**config.mk**
```make
export PLATFORM = sky130hd
export DESIGN_NAME = blit_request_check_and_scaler_setup_unit
export DESIGN_NICKNAME = d
export VERILOG_FILES = /design/src/bscs_pkg.sv /design/src/bscs_check.sv /design/src/bscs_axis_lane.sv /design/src/bscs_merge.sv /design/src/blit_request_check_and_scaler_setup_unit.sv
export SDC_FILE = /design/constraint.sdc
export NUM_CORES = 2
export LEC_CHECK = 0
export ABC_AREA = 1
export BUFFER_PORTS_ARGS = -buffer_cell sky130_fd_sc_hd__buf_4
export CORE_MARGIN = 2
export CORE_UTILIZATION = 60
export DETAILED_ROUTE_END_ITERATION = 7
export PLACE_DENSITY = 0.83
export SETUP_SLACK_MARGIN = 0.2
export SLEW_MARGIN = 10
export SYNTH_ARGS = -nofsm -noshare
export SYNTH_HDL_FRONTEND = slang
export SYNTH_SLANG_ARGS = --single-unit
```
**constraint.sdc**
```tcl
create_clock -name clock -period 18.31 [get_ports clock]
set_clock_uncertainty 0.15 [all_clocks]
set_input_delay 4.5775 -clock clock [delete_from_list [all_inputs] [get_ports clock]]
set_output_delay 4.5775 -clock clock [all_outputs]
set_load 0.05 [all_outputs]
```
**src/bscs_pkg.sv**
```systemverilog
package bscs_pkg;

   // rectangle dimension width and derived datapath widths
   localparam int DIM_W  = 13;
   localparam int FRAC_W = 12;
   localparam int NUM_W  = DIM_W + FRAC_W;
   localparam int STEP_W = 14;
   localparam int DIV_STAGES = NUM_W;

   // source pixel format codes
   localparam logic [2:0] SRC_GRAY   = 3'd0;
   localparam logic [2:0] SRC_RGB565 = 3'd1;
   localparam logic [2:0] SRC_YUV    = 3'd2;
   localparam logic [2:0] SRC_YVU    = 3'd3;

   // destination pixel format codes
   localparam logic [1:0] DST_GRAY   = 2'd0;
   localparam logic [1:0] DST_RGB565 = 2'd1;

   localparam logic [7:0] ALPHA_OPAQUE = 8'd255;

   // quotient thresholds for the decimation choice
   localparam logic [NUM_W-1:0] F_SAT = NUM_W'(16) << FRAC_W;
   localparam logic [NUM_W-1:0] F_X8  = NUM_W'(8) << FRAC_W;
   localparam logic [NUM_W-1:0] F_X4  = NUM_W'(4) << FRAC_W;
   localparam logic [NUM_W-1:0] F_X2  = NUM_W'(2) << FRAC_W;

   localparam logic [STEP_W-1:0] STEP_SAT = STEP_W'(14'h2000);
   localparam logic [STEP_W-1:0] STEP_MIN = STEP_W'(1);

   localparam logic [1:0] DEC_1 = 2'd0;
   localparam logic [1:0] DEC_2 = 2'd1;
   localparam logic [1:0] DEC_4 = 2'd2;
   localparam logic [1:0] DEC_8 = 2'd3;

   typedef enum logic [3:0] {
      REASON_OK          = 4'd0,
      REASON_SRC_FMT     = 4'd1,
      REASON_DST_FMT     = 4'd2,
      REASON_GRAY_RGB    = 4'd3,
      REASON_NOT_X8      = 4'd4,
      REASON_BLEND       = 4'd5,
      REASON_TRANSFORM   = 4'd6,
      REASON_SHRINK      = 4'd7,
      REASON_ENLARGE     = 4'd8,
      REASON_FLIP_SCALED = 4'd9,
      REASON_ZERO_SIZE   = 4'd10
   } reason_type;

   // request check outcome, travels alongside the divider lanes
   typedef struct packed {
      reason_type reason;
      logic       block_16;
      logic       swap;
      logic       convert;
   } check_type;

   // per-axis scaler settings
   typedef struct packed {
      logic [1:0]        dec;
      logic [STEP_W-1:0] step;
   } axis_type;

endpackage

```
**src/bscs_check.sv**
```systemverilog
module bscs_check (
   input  logic [bscs_pkg::DIM_W-1:0] src_width,
   input  logic [bscs_pkg::DIM_W-1:0] src_height,
   input  logic [bscs_pkg::DIM_W-1:0] dst_width,
   input  logic [bscs_pkg::DIM_W-1:0] dst_height,
   input  logic [2:0]                 src_format,
   input  logic [1:0]                 dst_format,
   input  logic [7:0]                 alpha,
   input  logic                       has_color_palette,
   input  logic                       has_alpha_palette,
   input  logic                       has_transform,
   input  logic                       mirror_h,
   input  logic                       flip_v,
   output bscs_pkg::check_type        check
);

   logic not_x8;
   logic blend;
   logic shrink;
   logic enlarge;
   logic flip_scaled;
   logic zero_size;

   // individual rules
   always_comb begin
      not_x8 = (|src_width[2:0]) | (|src_height[2:0]) |
               (|dst_width[2:0]) | (|dst_height[2:0]);
      blend = (alpha != bscs_pkg::ALPHA_OPAQUE) | has_color_palette | has_alpha_palette;
      shrink = (dst_width < (src_width >> 4)) | (dst_height < (src_height >> 4));
      enlarge = ({{bscs_pkg::FRAC_W{1'b0}}, dst_width} >
                 {src_width, {bscs_pkg::FRAC_W{1'b0}}}) |
                ({{bscs_pkg::FRAC_W{1'b0}}, dst_height} >
                 {src_height, {bscs_pkg::FRAC_W{1'b0}}});
      flip_scaled = (mirror_h | flip_v) &
                    ((src_width != dst_width) | (src_height != dst_height));
      zero_size = (src_width == '0) | (src_height == '0) |
                  (dst_width == '0) | (dst_height == '0);
   end

   // first failing rule wins
   always_comb begin
      if (src_format > bscs_pkg::SRC_YVU) begin
         check.reason = bscs_pkg::REASON_SRC_FMT;
      end else if (dst_format > bscs_pkg::DST_RGB565) begin
         check.reason = bscs_pkg::REASON_DST_FMT;
      end else if (dst_format == bscs_pkg::DST_GRAY && src_format == bscs_pkg::SRC_RGB565) begin
         check.reason = bscs_pkg::REASON_GRAY_RGB;
      end else if (not_x8) begin
         check.reason = bscs_pkg::REASON_NOT_X8;
      end else if (blend) begin
         check.reason = bscs_pkg::REASON_BLEND;
      end else if (has_transform) begin
         check.reason = bscs_pkg::REASON_TRANSFORM;
      end else if (shrink) begin
         check.reason = bscs_pkg::REASON_SHRINK;
      end else if (enlarge) begin
         check.reason = bscs_pkg::REASON_ENLARGE;
      end else if (flip_scaled) begin
         check.reason = bscs_pkg::REASON_FLIP_SCALED;
      end else if (zero_size) begin
         check.reason = bscs_pkg::REASON_ZERO_SIZE;
      end else begin
         check.reason = bscs_pkg::REASON_OK;
      end
      check.block_16 = ~((|src_width[3:0]) | (|src_height[3:0]) |
                         (|dst_width[3:0]) | (|dst_height[3:0]));
      check.swap = (src_format == bscs_pkg::SRC_YUV) | (src_format == bscs_pkg::SRC_YVU);
      check.convert = (dst_format == bscs_pkg::DST_RGB565) &
                      (src_format != bscs_pkg::SRC_RGB565);
   end

endmodule

```
**src/bscs_axis_lane.sv**
```systemverilog
module bscs_axis_lane (
   input  logic                              clock,
   input  logic [bscs_pkg::DIM_W-1:0]        dim_src,
   input  logic [bscs_pkg::DIM_W-1:0]        dim_dst,
   input  logic [bscs_pkg::DIV_STAGES:0]     adv,
   output bscs_pkg::axis_type                result
);

   localparam int NQ = bscs_pkg::DIV_STAGES;

   logic [bscs_pkg::NUM_W-1:0] nq_ff  [0:NQ];
   logic                       up_ff  [0:NQ];
   logic [bscs_pkg::DIM_W-1:0] den_ff [0:NQ-1];
   logic [bscs_pkg::DIM_W-1:0] rem_ff [1:NQ-1];

   logic                       up_in;
   logic [bscs_pkg::NUM_W-1:0] num_in;
   logic [bscs_pkg::DIM_W-1:0] den_in;

   // operand set-up: enlarge uses (in-1)/(out-1), otherwise in/out
   always_comb begin
      up_in = dim_dst > dim_src;
      if (up_in) begin
         num_in = {dim_src - bscs_pkg::DIM_W'(1), {bscs_pkg::FRAC_W{1'b0}}};
         den_in = dim_dst - bscs_pkg::DIM_W'(1);
      end else begin
         num_in = {dim_src, {bscs_pkg::FRAC_W{1'b0}}};
         den_in = dim_dst;
      end
   end

   always_ff @(posedge clock) begin
      if (adv[0]) begin
         nq_ff[0]  <= num_in;
         den_ff[0] <= den_in;
         up_ff[0]  <= up_in;
      end
   end

   // restoring division, one quotient bit per stage; quotient bits shift in
   // at the bottom as numerator bits leave at the top
   for (genvar k = 1; k <= NQ; k++) begin : g_step
      logic [bscs_pkg::DIM_W-1:0] rem_prev;
      logic [bscs_pkg::DIM_W:0]   trial;
      logic [bscs_pkg::DIM_W:0]   diff;
      logic                       ge;
      logic [bscs_pkg::NUM_W-1:0] nq_in;

      if (k == 1) begin : g_first
         assign rem_prev = '0;
      end else begin : g_next
         assign rem_prev = rem_ff[k-1];
      end

      always_comb begin
         trial = {rem_prev, nq_ff[k-1][bscs_pkg::NUM_W-1]};
         diff  = trial - {1'b0, den_ff[k-1]};
         ge    = trial >= {1'b0, den_ff[k-1]};
         nq_in = {nq_ff[k-1][bscs_pkg::NUM_W-2:0], ge};
      end

      always_ff @(posedge clock) begin
         if (adv[k]) begin
            nq_ff[k] <= nq_in;
            up_ff[k] <= up_ff[k-1];
         end
      end

      if (k < NQ) begin : g_carry
         logic [bscs_pkg::DIM_W-1:0] rem_in;
         assign rem_in = ge ? diff[bscs_pkg::DIM_W-1:0] : trial[bscs_pkg::DIM_W-1:0];
         always_ff @(posedge clock) begin
            if (adv[k]) begin
               rem_ff[k] <= rem_in;
               den_ff[k] <= den_ff[k-1];
            end
         end
      end
   end

   logic [bscs_pkg::NUM_W-1:0] quo;
   logic [bscs_pkg::NUM_W-1:0] shifted;
   logic [1:0]                 dec;

   // decimation choice and step from the finished quotient
   always_comb begin
      quo = nq_ff[NQ];
      if (quo > bscs_pkg::F_X8) begin
         dec = bscs_pkg::DEC_8;
      end else if (quo > bscs_pkg::F_X4) begin
         dec = bscs_pkg::DEC_4;
      end else if (quo > bscs_pkg::F_X2) begin
         dec = bscs_pkg::DEC_2;
      end else begin
         dec = bscs_pkg::DEC_1;
      end
      case (dec)
         bscs_pkg::DEC_8: shifted = quo >> 3;
         bscs_pkg::DEC_4: shifted = quo >> 2;
         bscs_pkg::DEC_2: shifted = quo >> 1;
         default:         shifted = quo;
      endcase
      if (up_ff[NQ]) begin
         result.dec  = bscs_pkg::DEC_1;
         result.step = quo[bscs_pkg::STEP_W-1:0];
      end else if (quo >= bscs_pkg::F_SAT) begin
         result.dec  = bscs_pkg::DEC_8;
         result.step = bscs_pkg::STEP_SAT;
      end else begin
         result.dec  = dec;
         result.step = (shifted == '0) ? bscs_pkg::STEP_MIN
                                       : shifted[bscs_pkg::STEP_W-1:0];
      end
   end

endmodule

```
**src/bscs_merge.sv**
```systemverilog
module bscs_merge (
   input  logic                          clock,
   input  logic                          reset,
   input  logic                          fin_valid,
   input  bscs_pkg::check_type           fin_check,
   input  bscs_pkg::axis_type            fin_x,
   input  bscs_pkg::axis_type            fin_y,
   output logic                          out_ready,
   output logic                          rsp_valid,
   input  logic                          rsp_ready,
   output logic                          rsp_accepted,
   output logic [3:0]                    rsp_reject_reason,
   output logic                          rsp_block_is_16,
   output logic [1:0]                    rsp_dec_x,
   output logic [1:0]                    rsp_dec_y,
   output logic [bscs_pkg::STEP_W-1:0]   rsp_scale_x,
   output logic [bscs_pkg::STEP_W-1:0]   rsp_scale_y,
   output logic                          rsp_swap_bytes,
   output logic                          rsp_color_convert
);

   logic                        rsp_valid_ff;
   logic                        ok_ff;
   logic [3:0]                  reason_ff;
   logic                        block_ff;
   logic [1:0]                  dec_x_ff;
   logic [1:0]                  dec_y_ff;
   logic [bscs_pkg::STEP_W-1:0] scale_x_ff;
   logic [bscs_pkg::STEP_W-1:0] scale_y_ff;
   logic                        swap_ff;
   logic                        conv_ff;

   logic                        ok_in;

   assign out_ready = ~rsp_valid_ff | rsp_ready;
   assign ok_in     = (fin_check.reason == bscs_pkg::REASON_OK);

   // output register valid
   always_ff @(posedge clock) begin
      if (reset) begin
         rsp_valid_ff <= 1'b0;
      end else if (out_ready) begin
         rsp_valid_ff <= fin_valid;
      end
   end

   // combine lanes and check result; settings cleared on reject
   always_ff @(posedge clock) begin
      if (out_ready && fin_valid) begin
         ok_ff      <= ok_in;
         reason_ff  <= fin_check.reason;
         block_ff   <= ok_in & fin_check.block_16;
         dec_x_ff   <= ok_in ? fin_x.dec : 2'd0;
         dec_y_ff   <= ok_in ? fin_y.dec : 2'd0;
         scale_x_ff <= ok_in ? fin_x.step : '0;
         scale_y_ff <= ok_in ? fin_y.step : '0;
         swap_ff    <= ok_in & fin_check.swap;
         conv_ff    <= ok_in & fin_check.convert;
      end
   end

   assign rsp_valid         = rsp_valid_ff;
   assign rsp_accepted      = ok_ff;
   assign rsp_reject_reason = reason_ff;
   assign rsp_block_is_16   = block_ff;
   assign rsp_dec_x         = dec_x_ff;
   assign rsp_dec_y         = dec_y_ff;
   assign rsp_scale_x       = scale_x_ff;
   assign rsp_scale_y       = scale_y_ff;
   assign rsp_swap_bytes    = swap_ff;
   assign rsp_color_convert = conv_ff;

`ifndef SYNTHESIS
   // accept flag agrees with the reason code
   a_accept_reason: assert property (@(posedge clock) disable iff (reset)
      rsp_valid_ff |-> (ok_ff == (reason_ff == bscs_pkg::REASON_OK)))
      else $error("accept flag disagrees with reject reason");

   // rejected transaction carries no engine settings
   a_reject_clear: assert property (@(posedge clock) disable iff (reset)
      (rsp_valid_ff && !ok_ff) |-> (scale_x_ff == '0 && scale_y_ff == '0 &&
         dec_x_ff == 2'd0 && dec_y_ff == 2'd0 && !block_ff && !swap_ff && !conv_ff))
      else $error("rejected transaction has non-zero settings");

   // accepted steps lie in 1 .. 0x2000
   a_step_range: assert property (@(posedge clock) disable iff (reset)
      (rsp_valid_ff && ok_ff) |-> (scale_x_ff != '0 && scale_x_ff <= bscs_pkg::STEP_SAT &&
         scale_y_ff != '0 && scale_y_ff <= bscs_pkg::STEP_SAT))
      else $error("scale step out of range");

   // a result entering the output register came out of the lanes
   a_load_source: assert property (@(posedge clock) disable iff (reset)
      (!rsp_valid_ff && !fin_valid) |=> !rsp_valid_ff)
      else $error("result appeared without a finished transaction");
`endif

endmodule

```
**src/blit_request_check_and_scaler_setup_unit.sv**
```systemverilog
// Blit request checker and scaler setup. Each request transaction yields one
// response transaction: an accept flag with the first failing rule as reject
// reason, and for accepted requests the block size, per-axis decimation shift
// and 2.12 scale step, byte swap and colour conversion flags. One request is
// taken per clock cycle while req_ready is high. Each request passes through
// the two divider lanes (one per axis), each an operand stage and 25 radix-2
// divide stages, followed by the output register. Empty stages keep filling
// while a response waits, so the pipeline holds up to 27 requests in flight.
module blit_request_check_and_scaler_setup_unit (
   input  logic                          clock,
   input  logic                          reset,
   input  logic                          req_valid,
   output logic                          req_ready,
   input  logic [bscs_pkg::DIM_W-1:0]    req_src_width,
   input  logic [bscs_pkg::DIM_W-1:0]    req_src_height,
   input  logic [bscs_pkg::DIM_W-1:0]    req_dst_width,
   input  logic [bscs_pkg::DIM_W-1:0]    req_dst_height,
   input  logic [2:0]                    req_src_format,
   input  logic [1:0]                    req_dst_format,
   input  logic [7:0]                    req_alpha,
   input  logic                          req_has_color_palette,
   input  logic                          req_has_alpha_palette,
   input  logic                          req_has_transform,
   input  logic                          req_mirror_h,
   input  logic                          req_flip_v,
   output logic                          rsp_valid,
   input  logic                          rsp_ready,
   output logic                          rsp_accepted,
   output logic [3:0]                    rsp_reject_reason,
   output logic                          rsp_block_is_16,
   output logic [1:0]                    rsp_dec_x,
   output logic [1:0]                    rsp_dec_y,
   output logic [bscs_pkg::STEP_W-1:0]   rsp_scale_x,
   output logic [bscs_pkg::STEP_W-1:0]   rsp_scale_y,
   output logic                          rsp_swap_bytes,
   output logic                          rsp_color_convert
);

   localparam int NQ = bscs_pkg::DIV_STAGES;

   bscs_pkg::check_type check;
   bscs_pkg::check_type side_ff [0:NQ];
   bscs_pkg::axis_type  res_x;
   bscs_pkg::axis_type  res_y;

   logic [NQ:0] vld_ff;
   logic [NQ:0] vld_in;
   logic [NQ:0] stage_rdy;
   logic        out_ready;

   // request rules
   bscs_check u_check (
      .src_width         (req_src_width),
      .src_height        (req_src_height),
      .dst_width         (req_dst_width),
      .dst_height        (req_dst_height),
      .src_format        (req_src_format),
      .dst_format        (req_dst_format),
      .alpha             (req_alpha),
      .has_color_palette (req_has_color_palette),
      .has_alpha_palette (req_has_alpha_palette),
      .has_transform     (req_has_transform),
      .mirror_h          (req_mirror_h),
      .flip_v            (req_flip_v),
      .check             (check)
   );

   // a stage may load when it or some stage downstream has room
   for (genvar k = 0; k <= NQ; k++) begin : g_rdy
      assign stage_rdy[k] = out_ready | ~(&vld_ff[NQ:k]);
   end
   assign req_ready = stage_rdy[0];

   // stage valid bits
   always_comb begin
      vld_in[0] = stage_rdy[0] ? req_valid : vld_ff[0];
      for (int k = 1; k <= NQ; k++) begin
         vld_in[k] = stage_rdy[k] ? vld_ff[k-1] : vld_ff[k];
      end
   end

   always_ff @(posedge clock) begin
      if (reset) begin
         vld_ff <= '0;
      end else begin
         vld_ff <= vld_in;
      end
   end

   // check result rides along with the divider stages
   always_ff @(posedge clock) begin
      if (stage_rdy[0]) begin
         side_ff[0] <= check;
      end
      for (int k = 1; k <= NQ; k++) begin
         if (stage_rdy[k]) begin
            side_ff[k] <= side_ff[k-1];
         end
      end
   end

   // one divider lane per axis
   bscs_axis_lane u_lane_x (
      .clock   (clock),
      .dim_src (req_src_width),
      .dim_dst (req_dst_width),
      .adv     (stage_rdy),
      .result  (res_x)
   );

   bscs_axis_lane u_lane_y (
      .clock   (clock),
      .dim_src (req_src_height),
      .dim_dst (req_dst_height),
      .adv     (stage_rdy),
      .result  (res_y)
   );

   // merge and output register
   bscs_merge u_merge (
      .clock             (clock),
      .reset             (reset),
      .fin_valid         (vld_ff[NQ]),
      .fin_check         (side_ff[NQ]),
      .fin_x             (res_x),
      .fin_y             (res_y),
      .out_ready         (out_ready),
      .rsp_valid         (rsp_valid),
      .rsp_ready         (rsp_ready),
      .rsp_accepted      (rsp_accepted),
      .rsp_reject_reason (rsp_reject_reason),
      .rsp_block_is_16   (rsp_block_is_16),
      .rsp_dec_x         (rsp_dec_x),
      .rsp_dec_y         (rsp_dec_y),
      .rsp_scale_x       (rsp_scale_x),
      .rsp_scale_y       (rsp_scale_y),
      .rsp_swap_bytes    (rsp_swap_bytes),
      .rsp_color_convert (rsp_color_convert)
   );

endmodule

```
==> impl_metrics.toml <==
[detailed_routing]
wl_um = 223000
viasPerCell = 5.76
vias = 69000
wl_per_cell_um = 18.6
route.detailed.drc = 2
drt-initial-drc-count = 6246
postRouteAntennaNets = 0
firstDrtPassIters = 8

[synthesis]
synth_nets = 9877
synth.avg_cell_area_um2 = 12.1
synth.yosys.seq_area_share_pct = 65.3
syn_area_um2 = 110000
yosys_warnings = 0
yosysMostFrequentCell = "edfxtp_1"
ys_ff_latch = 2407
synthCells = 9079
synth.area.top_cells = "edfxtp_1 (65%), ha_1 (7.7%), a21oi_1 (5.2%)"
synth_area_leader_cell = "edfxtp_1"
netlist.area_leader.share_pct = 64.8
synthTopCellsByCount = "edfxtp_1 (2380), a21oi_1 (1156), inv_1 (1129)"
ys_types = 53
ys.flop_type = "edfxtp_1"
synth_edf_count = 2380
synth-async-reset-ratio_pct = 0

[floorplanning]
rows = 157
die-area_um2 = 187000
die_x_um = 433
start_util_pct = 60.3
die_h_um = 433
io_pins = 116
coreArea_um2 = 183000

[setup_path]
cp-end-kind = "output pin"
reg2reg_depth = 16
cp_common_cell = "nor2_4"
crit_chain = "buf_4 > nor2_4 > nand4_4 > nor2_2 > clkinv_2 > nor2_4 > nand3_4 > nor2_4 > clkinv_2 > nor2_4 > clkinv_2 > nor3_4 > nand3_2 > buf_4 > buf_4"
r2r_slack_ns = 11.64
cp.arrival_ns = 9.44
cpMaxStageDelayCell = "nand4_4"
cp_top_family = "simple AND/OR/NAND/NOR gates"
max_stage_delay_ns = 0.56
timing.rr.end = "u_lane_y.rem_ff[7][9]$_DFFE_PP_"
r2r-start = "vld_ff[25]$_SDFFE_PP0P_"
start_kind = "input port"
cp_num_buf_inv = 6
required_ns = 13.58
crit_fanout = 63
crit_type = "input port to output pin"

[grt]
antenna_found_initial = 2
grt_start_max_net_pins = 96
grt_pass1_vias = 69900
grt_pass1_wl_um = 357000
grt.total_usage_pct = 23.7
gr-total-overflow = 0

[run_status]
status = "complete, but fails checks"
violations = "DRC"

[placement]
routabilityCongestion = 0.949
io_buffer_count = 115
dpl_cell_area_um2 = 114000
place_inst = 11600
pre_cts_slack_ns = 4.17
hpwl_um = 150000

[power]
irDropWorstVdd_v = 0.000103
p_leak_uw = 0.0513
powerDensity_nw_per_um2 = 156

[clock_network]
cts_tree = "yes"
cts_setup_buffers = 0
cts_root_buffer = "clkbuf_16"
cts_sinks = 2407
ctsLongestPathBuffers = 3
cts.reportedPaths.clkPinSlew_ns = 0.06
htree_levels = 4
cts_buffers = 228
hold_buffers = 0
cts_resized = 0
worstSkewPairLatency_ns = 0.91

[min_path]
worstHoldPathCells = 0
min-delay-start = "u_lane_y.nq_ff[23][4]$_DFFE_PP_"
hold_end = "u_lane_y.nq_ff[24][5]$_DFFE_PP_"
min_path_type = "flop to flop"

[finish]
final_area_um2 = 122000
fin_nets = 10100
areaGrowthSynthToFinish_pct = 10.5
multi_input_area_um2 = 33500
drive_gt1_share_pct = 6.33
regArea_um2 = 72000
nFillCells = 12100
stdcell_count = 12000

[sta]
hold_viol = 0
worst_pin_slew_ns = 1.24
setup_viol = 0
fin_crit_sh_pct = 77.4
fin_tns_setup_ns = 0
max-slew-margin-rel_pct = 17.0
fmax_mhz = 70.6
drv_slew = 0
rsz0062_at_grt = "false"
fin_hold_ws_ns = 0.183
setup_slack_ns = 4.14
fin_crit_ns = 14.17

[job]
drv_cap = 0
==> routing by layer <==
metal  vias up  routed length, um  GRT usage [%]
li1      32500                  -              -
met1     33000              81800           26.1
met2      2710             120000           44.9
met3       766              10600           3.37
met4         2              10100           10.6
met5         -                 12              0
==> power breakdown <==
group          switching [uW]  internal [uW]
clock network            2110           2790
registers                 711           7720
logic                    3540           2180
total                    6370          12700
==> sequential cells by signal, summed over array words and instances (netlist names), 182 cells and up <==
| register | flops |
|---|---|
| u_lane_y.nq_ff | 416 |
| u_lane_x.nq_ff | 416 |
| u_lane_y.rem_ff | 312 |
| u_lane_y.den_ff | 325 |
| side_ff | 182 |
| u_lane_x.den_ff | 325 |
| u_lane_x.rem_ff | 312 |
==> kinds of logic (layout without fill, tap and decap cells) <==
family / count (synthesis) / after routing / synth area share, %
other: 0 / 1 / 0
adder cells (fa/ha/maj): 724 / 724 / 8.53
XOR/XNOR: 518 / 518 / 4.11
AND/OR/NAND/NOR: 2439 / 2439 / 9.14
buffers and inverters: 1261 / 1706 / 4.43
flip-flops: 2407 / 2407 / 65.3
AO/OA/AOI/OAI: 1730 / 1730 / 8.49
==> worst max-delay path by stage <==
stage | slack [ns] | endpoint | start | cells after the start
after floorplan | 1.06 | req_ready | rsp_ready | 12
final | 4.14 | req_ready | rsp_ready | 15
after detailed placement | 4.17 | req_ready | rsp_ready | 15
after CTS | 4.08 | req_ready | rsp_ready | 15
after global placement | 4.35 | req_ready | rsp_ready | 15
after global routing | 3.67 | req_ready | rsp_ready | 15
==> cell type report <==
class	count	area share, %
sequential	2407	59.1
multi-input combinational	5411	27.5
clock buffer	262	4.84
inverter	1137	3.52
tap	2464	2.53
clock inverter	166	1.66
timing repair buffer	141	0.869
antenna	1	0.00205
==> through the flow <==
step | util, % | power [uW]
global placement | 62.3 | 13600
CTS | 66.6 | 19000
global route | 66.6 | 20100
floorplan | - | 12500
finish | 66.6 | 19100
detailed placement | 62.3 | 13900
==> layout by cell type, fill, tap and decap left out, types with 222 or more instances in the layout <==
cell and instances:
nand2_1 877, o21ai_0 244, nand3_1 274, inv_1 1124
edfxtp_1 2380, nor2_1 1054, ha_1 678, xnor2_1 222
clkbuf_16 229, xor2_1 296, a21oi_1 1156
Note: power is estimated with default switching activity, not from simulation.
